$ cat src/sv/sfr_pkg.sv
// package for the fresnel reflectance unit: widths, stage word and constants
package sfr_pkg;

  localparam int VecFracBitsDef = 14;
  localparam int VecW   = 16;
  localparam int IdxW   = 16;
  localparam int OutW   = 16;
  localparam int Q15One = 32768;

  // division stages: the ratio takes 16 quotient bits, the cos_t^2 quotient takes 32
  localparam int RatDivBits = 16;
  localparam int QDivBits   = 32;
  // one root bit per cell, two radicand bits each: 16 cells cover the 32-bit quotient
  localparam int SqrtBits   = 16;

  // word handed from one cell to the next
  typedef struct packed {
    logic        vld;
    logic        tir;
    logic        n1_gt;
    logic [16:0] c;
    // cos_t^2 division
    logic [61:0] q_rem;
    logic [31:0] q_quo;
    logic [31:0] q_den;
    logic [61:0] q_num;
    // ratio division
    logic [31:0] r_rem;
    logic [15:0] r_quo;
    logic [16:0] r_den;
    logic [31:0] r_num;
    // square root
    logic [33:0] s_rem;
    logic [16:0] s_root;
    logic [31:0] s_val;
  } sfr_word_t;

endpackage

$ cat src/sv/sfr_sqrt_cell.sv
// one cell of the chain: one result bit of the integer square root
module sfr_sqrt_cell (
  input  logic             clk,
  input  logic             rst_n,
  input  sfr_pkg::sfr_word_t w_in,
  output sfr_pkg::sfr_word_t w_out
);
  import sfr_pkg::*;

  sfr_word_t w_nxt, w_r;
  logic [35:0] t;
  logic [35:0] trial;

  always_comb begin
    w_nxt = w_in;
    // bring down two bits of the radicand
    t = {w_in.s_rem, w_in.s_val[31:30]};
    trial = {17'd0, w_in.s_root, 2'b01};
    w_nxt.s_val = {w_in.s_val[29:0], 2'b00};
    if (t >= trial) begin
      w_nxt.s_rem = 34'(t - trial);
      w_nxt.s_root = {w_in.s_root[15:0], 1'b1};
    end else begin
      w_nxt.s_rem = t[33:0];
      w_nxt.s_root = {w_in.s_root[15:0], 1'b0};
    end
  end

  always_ff @(posedge clk) begin
    if (!rst_n) begin
      w_r.vld <= 1'b0;
    end else begin
      w_r.vld <= w_nxt.vld;
    end
    w_r.tir   <= w_nxt.tir;
    w_r.n1_gt <= w_nxt.n1_gt;
    w_r.c     <= w_nxt.c;
    w_r.q_rem <= w_nxt.q_rem;
    w_r.q_quo <= w_nxt.q_quo;
    w_r.q_den <= w_nxt.q_den;
    w_r.q_num <= w_nxt.q_num;
    w_r.r_rem <= w_nxt.r_rem;
    w_r.r_quo <= w_nxt.r_quo;
    w_r.r_den <= w_nxt.r_den;
    w_r.r_num <= w_nxt.r_num;
    w_r.s_rem <= w_nxt.s_rem;
    w_r.s_root <= w_nxt.s_root;
    w_r.s_val <= w_nxt.s_val;
  end

  assign w_out = w_r;
endmodule

$ cat config.mk
export PLATFORM = sky130hd
export DESIGN_NAME = sfr_sqrt_cell
export DESIGN_NICKNAME = d
export VERILOG_FILES = /design/src/sv/sfr_pkg.sv /design/src/sv/sfr_sqrt_cell.sv
export SDC_FILE = /design/constraint.sdc
export NUM_CORES = 1
export LEC_CHECK = 0
export BUFFER_PORTS_ARGS = -buffer_cell sky130_fd_sc_hd__buf_2
export CAP_MARGIN = 20
export CORE_AREA = 2 2 304 306
export CTS_CLUSTER_SIZE = 8
export DETAILED_ROUTE_END_ITERATION = 10
export DIE_AREA = 0 0 306 308
export PLACE_DENSITY = 0.39
export SYNTH_ARGS = -nofsm -noshare
export SYNTH_HDL_FRONTEND = slang
export SYNTH_SLANG_ARGS = --single-unit
$ cat constraint.sdc
create_clock -name clk -period 3.7 [get_ports clk]
set_input_delay 0.37 -clock clk [delete_from_list [all_inputs] [get_ports clk]]
set_output_delay 0.37 -clock clk [all_outputs]
set_load 0.02 [all_outputs]
==> metrics.csv, run 1 <==
metric;value;unit
cp_slowest_stage_delay;0.67;ns
drcViolationCount;0;
grt_max_degree;20;
drive_gt1_share;45.9;%
synth_cell_types;44;
yosysTopAreaCell;dfxtp_1;
antenna_found_initial;16;
synth-seq-area-share;83.1;%
firstDrtPassIters;4;
cts_buffer_depth;3;
h-tree-depth;2;
fin_setup_tns;0;ns
clkTransAtPathRegs;0.05;ns
cts_root_buf;clkbuf_16;
instances_no_fill;3052;
cts-resized-gates;0;
endpoint;w_out[78];
avgViaCountPerCell;3.09;
grt_pass1_wl;67300;um
layout_common_cells;775 x buf_2, 386 x dfxtp_1, 385 x dlygate4sd3_1;
drt_wl_total;49900;um
synth_edf_count;0;
synth_seq_cells;386;
final_max_slew_viol_count;0;
worstMarginPinSlew;0.794;ns
row_count;111;
placed_cell_area;14600;sq um
area_delta_synth_final;117;%
port_buffers;775;
die_area;94200;sq um
path_buf_inv;4;
relSlewSlack;47.0;%
core-area;91000;sq um
worstSetupStartpoint;w_in[41];
fin_area;20100;sq um
crit_path_end_kind;flop;
ir_drop;0.298;mV
dp_hpwl;39000;um
overflow;0;
fin_crit_sh;86.1;%
ant_nets;0;
synth.top_cell.area_share;83.1;%
dp_cells;2591;
drt-initial-drc-count;486;
wire_per_inst;16.3;um
async_reset_ff_share;0;%
syn_avg_cell_area;14.7;sq um
fin_crit;3.19;ns
startpoint_type;primary input;
cp.depth;12;
layout_commonest_cell;buf_2;
cts_tree;built;
regArea;7730;sq um
hold_start;w_in[31];
slowest_stage;dlygate4sd3_1;
worst_slack;0.512;ns
grt_pass1_vias;10200;
status;complete, no violations;
crit_chain;dlygate4sd3_1 > buf_2 > inv_1 > ha_1 > nand4_1 > a21oi_1 > o21a_1 > o31ai_1 > and3_1 > inv_4 > and4b_1 > xor2_1;
cp_max_fo;16;
ios;778;
synth_warnings;0;
rsz0062_at_grt;false;
required;4.20;ns
fmax;314;MHz
clock-sinks;386;
worstHoldPathType;primary input to flop;
crit_family;buffers and inverters;
gp_congestion;0.809;
maxCapViolations;0;
cts_buffers;57;
p_per_area;537;nW/um^2
synth.area.top_cells;dfxtp_1 83%, ha_1 2.6%, xnor2_1 1.5%;
track_usage;9.94;%
fillers;9774;
die_h;308;um
fin_nets;2258;
largest_reg_flops;386;
synth_flop_cell;dfxtp_1;
start_util;10.2;%
synth_cells;633;
vias;9434;
finalSetupViolations;0;
timing_worst_setup_path_type;primary input to flop;
hold_viol_final;0;
cts_setup_buffers;0;
syn_area;9290;sq um
leakagePower;9.43;nW
die_w;306;um
place_ws;0.437;ns
arrival;3.69;ns
multiInputGateArea;1430;sq um
## per-layer routing
metal	up-vias	GRT usage, %	wire [um]
met5	-	0	85
met4	12	4.71	1990
met3	75	4.52	4750
met2	450	16.1	23400
met1	4397	11.1	19600
li1	4500	-	-
## logic make-up after synthesis
logic type	share of synthesized area (%)
buffers and inverters	1.55
adder cells (fa/ha/maj)	2.56
flip-flops	83.1
AND/OR/NAND/NOR	5.28
XOR/XNOR	2.92
multiplexers	0.108
AO/OA/AOI/OAI	4.40
other	0.0403
## cells in the mapped netlist (2+ instances only)
cell type  count
buf_4          4
and3_1         4
dfxtp_1      386
nand2b_1       3
xor2_1        15
a21o_1         6
buf_2          2
o31ai_1        3
ha_1          19
nor3_1        14
xnor2_1       16
a211oi_1       2
o21ai_0       24
and4b_1        2
o21bai_1       2
nand3_1        3
nand2_1       30
inv_1         22
a21oi_1       18
o21a_1         3
nand3b_1       2
nand4_1        7
nor4_1         4
nor2_1        19
o211ai_1       4
## cell type report
type / instances / share of cell area (%)
timing repair buffer: 1164 / 38.6
sequential: 386 / 38.4
tap: 1186 / 7.37
clock buffer: 60 / 7.19
multi-input combinational: 217 / 7.09
clock inverter: 10 / 0.870
inverter: 23 / 0.441
antenna: 6 / 0.0746
## power breakdown
part / switching [W] / total (W) / internal, W
clock network: 0.00189 / 0.00484 / 0.00295
registers: 0.0000873 / 0.00452 / 0.00443
logic: 0.000770 / 0.00144 / 0.000673
## per-stage QoR
| stage | total power, W | util (%) | hold WS, ns |
|---|---|---|---|
| final | 0.0108 | 22.1 | 0.0891 |
| after global routing | 0.0113 | 22.1 | 0.0546 |
| after CTS | 0.0110 | 22.1 | 0.0271 |
| after detailed placement | 0.00571 | 16.1 | 0.474 |
| after global placement | 0.00572 | 16.1 | 0.473 |
| after floorplan | 0.00508 | - | 0.398 |
## worst min-delay path by stage
stage / to / slack, ns / cells past startpoint
after floorplan: w_out[100] / 0.40 / 0
after global placement: w_out[345] / 0.47 / 1
after detailed placement: w_out[120] / 0.47 / 1
after CTS: w_out[50] / 0.03 / 3
after global routing: w_out[50] / 0.05 / 3
final: w_out[50] / 0.09 / 3
## timing repair
action | CTS | global route
hold buffers | 385 | 0
endpoints found under the setup margin | 0 | 0
endpoints found under the hold margin | 383 | 0
Note: power is estimated with default switching activity, not from simulation.
==> run 2: changes to the inputs <==
--- a/config.mk
+++ b/config.mk
@@ -11,7 +11,8 @@
 export CTS_CLUSTER_SIZE = 8
 export DETAILED_ROUTE_END_ITERATION = 10
 export DIE_AREA = 0 0 306 308
-export PLACE_DENSITY = 0.39
+export PLACE_DENSITY = 0.37
+export SLEW_MARGIN = 20
 export SYNTH_ARGS = -nofsm -noshare
 export SYNTH_HDL_FRONTEND = slang
 export SYNTH_SLANG_ARGS = --single-unit
==> metrics.csv, run 2 (synthesized netlist as in run 1, its figures left out) <==
metric;value;unit;change
status;complete, no violations;;
drive_gt1_share;45.7;%;-0.12 points
startpoint_type;primary input;;
firstDrtPassIters;5;;+1
clkTransAtPathRegs;0.05;ns;about the same
worstMarginPinSlew;0.891;ns;+0.0976 ns
layout_commonest_cell;buf_2;;
crit_path_end_kind;flop;;
cts_buffers;56;;-1.8%
cts_buffer_depth;3;;unchanged
vias;9387;;-0.50%
fin_nets;2252;;-0.27%
hold_slack;0.0644;ns;-0.0246 ns
h-tree-depth;2;;unchanged
grt_pass1_wl;68700;um;+2.1%
hold_viol_final;0;;unchanged
required;4.18;ns;-0.02 ns
rsz0062_at_grt;false;;
power;0.0106;W;-1.9%
seq_power_share;42.6;%;+0.8 points
track_usage;10.1;%;+0.19 points
fmax;304;MHz;-3.2%
timing_worst_setup_path_type;primary input to flop;;
pwr-share-comb;13.7;%;+0.3 points
clkPwrFrac;43.7;%;-1.1 points
die_area;94200;sq um;unchanged
port_buffers;775;;unchanged
use_met2;17.4;%;+1.2 points
ir_drop;0.290;mV;-2.7%
overflow;0;;unchanged
cts-resized-gates;0;;unchanged
start_util;10.2;%;unchanged
cts_root_buf;clkbuf_16;;
row_count;111;;unchanged
dp_hpwl;39200;um;+0.38%
wire_per_inst;16.5;um;+0.94%
layout_common_cells;775 x buf_2, 386 x dfxtp_1, 382 x dlygate4sd3_1;;
cts_tree;built;;
drt-initial-drc-count;349;;-28%
fin_setup_tns;0;ns;unchanged
drt_wl_total;50200;um;+0.64%
internal-power;0.00787;W;-2.3%
avgViaCountPerCell;3.08;;-0.20%
die_h;308;um;unchanged
antenna_found_initial;10;;-6
dp_cells;2589;;-0.077%
grt.busiest_layer;met2;;
largest_reg_flops;386;;unchanged
worstHoldPathType;primary input to flop;;
fin_crit;3.29;ns;+0.107 ns
final_max_slew_viol_count;0;;unchanged
grt_pass1_vias;10200;;+0.088%
switching_share;25.7;%;+0.26 points
p_switching;0.00272;W;-0.91%
die_w;306;um;unchanged
ant_nets;0;;unchanged
cts_setup_buffers;0;;unchanged
leakagePower;9.37;nW;-0.60%
instances_no_fill;3043;;-0.29%
groute.layer.met3.usage;3.06;%;-1.5 points
p_per_area;530;nW/um^2;-1.3%
gp_congestion;0.885;;+9.4%
drcViolationCount;0;;unchanged
maxCapViolations;0;;unchanged
clock-sinks;386;;unchanged
final_util;22.0;%;-0.15 points
core-area;91000;sq um;unchanged
fin_crit_sh;89.0;%;+2.9 points
relSlewSlack;40.5;%;-6.5 points
ios;778;;unchanged
fillers;9845;;+0.73%
holdBufCountCts;382;;-0.78%
arrival;3.77;ns;+0.08 ns
use_met1;11.5;%;+0.47 points
grt_max_degree;33;;+65%
area_delta_synth_final;115;%;
finalSetupViolations;0;;unchanged
cp_max_fo;5;;-11
-- run 2: cell type report --
class	count	area, sq um	share of cell area (%)
diodes	3	7.51	0.0376
clock buffers	61	1430	7.15
clock inverters	8	109	0.545
inverters	23	88.8	0.444
multi-input cells	217	1430	7.14
flip-flops and latches	386	7730	38.7
well taps	1186	1480	7.42
repair buffers	1159	7720	38.6
-- run 2: per-layer routing --
metal	share of wire [%]	wire, um	vias up
met4	3.9	1980	6
li1	-	-	4485
met2	49	24500	458
met1	39	19700	4344
met3	7.9	3950	94
met5	0.078	39	-
-- run 2: worst max-delay path: stages --
cell	delay (ns)
dlygate4sd3_1	0.61
buf_2	0.16
ha_1	0.41
nand2_1	0.17
nor3_1	0.58
a311oi_2	0.21
and2b_1	0.25
nand2_1	0.11
o41ai_1	0.26
dlygate4sd3_1	0.59
nand2_1	0.05
-- run 2: power by group through the flow --
stage / registers, W / clock network, W / logic (W)
floorplan: 0.00491 / 0 / 0.000172
global placement: 0.00460 / 0 / 0.00114
detailed placement: 0.00459 / 0 / 0.00113
CTS: 0.00452 / 0.00487 / 0.00147
global route: 0.00454 / 0.00502 / 0.00155
finish: 0.00451 / 0.00463 / 0.00145
-- run 2: stage by stage --
stage               setup slack, ns  cell area [sq um]
floorplan                      1.29               9300
global placement              0.377              14600
detailed placement            0.370              14600
CTS                           0.303              20000
global route                  0.139              20000
finish                        0.406              20000
-- run 2: path summary, 6_finish.rpt --
check / startpoint / to / slack [ns] / depth (start not counted)
max: w_in[53] / w_out[73] / 0.41 / 11
min: w_in[73] / w_out[75] / 0.06 / 2
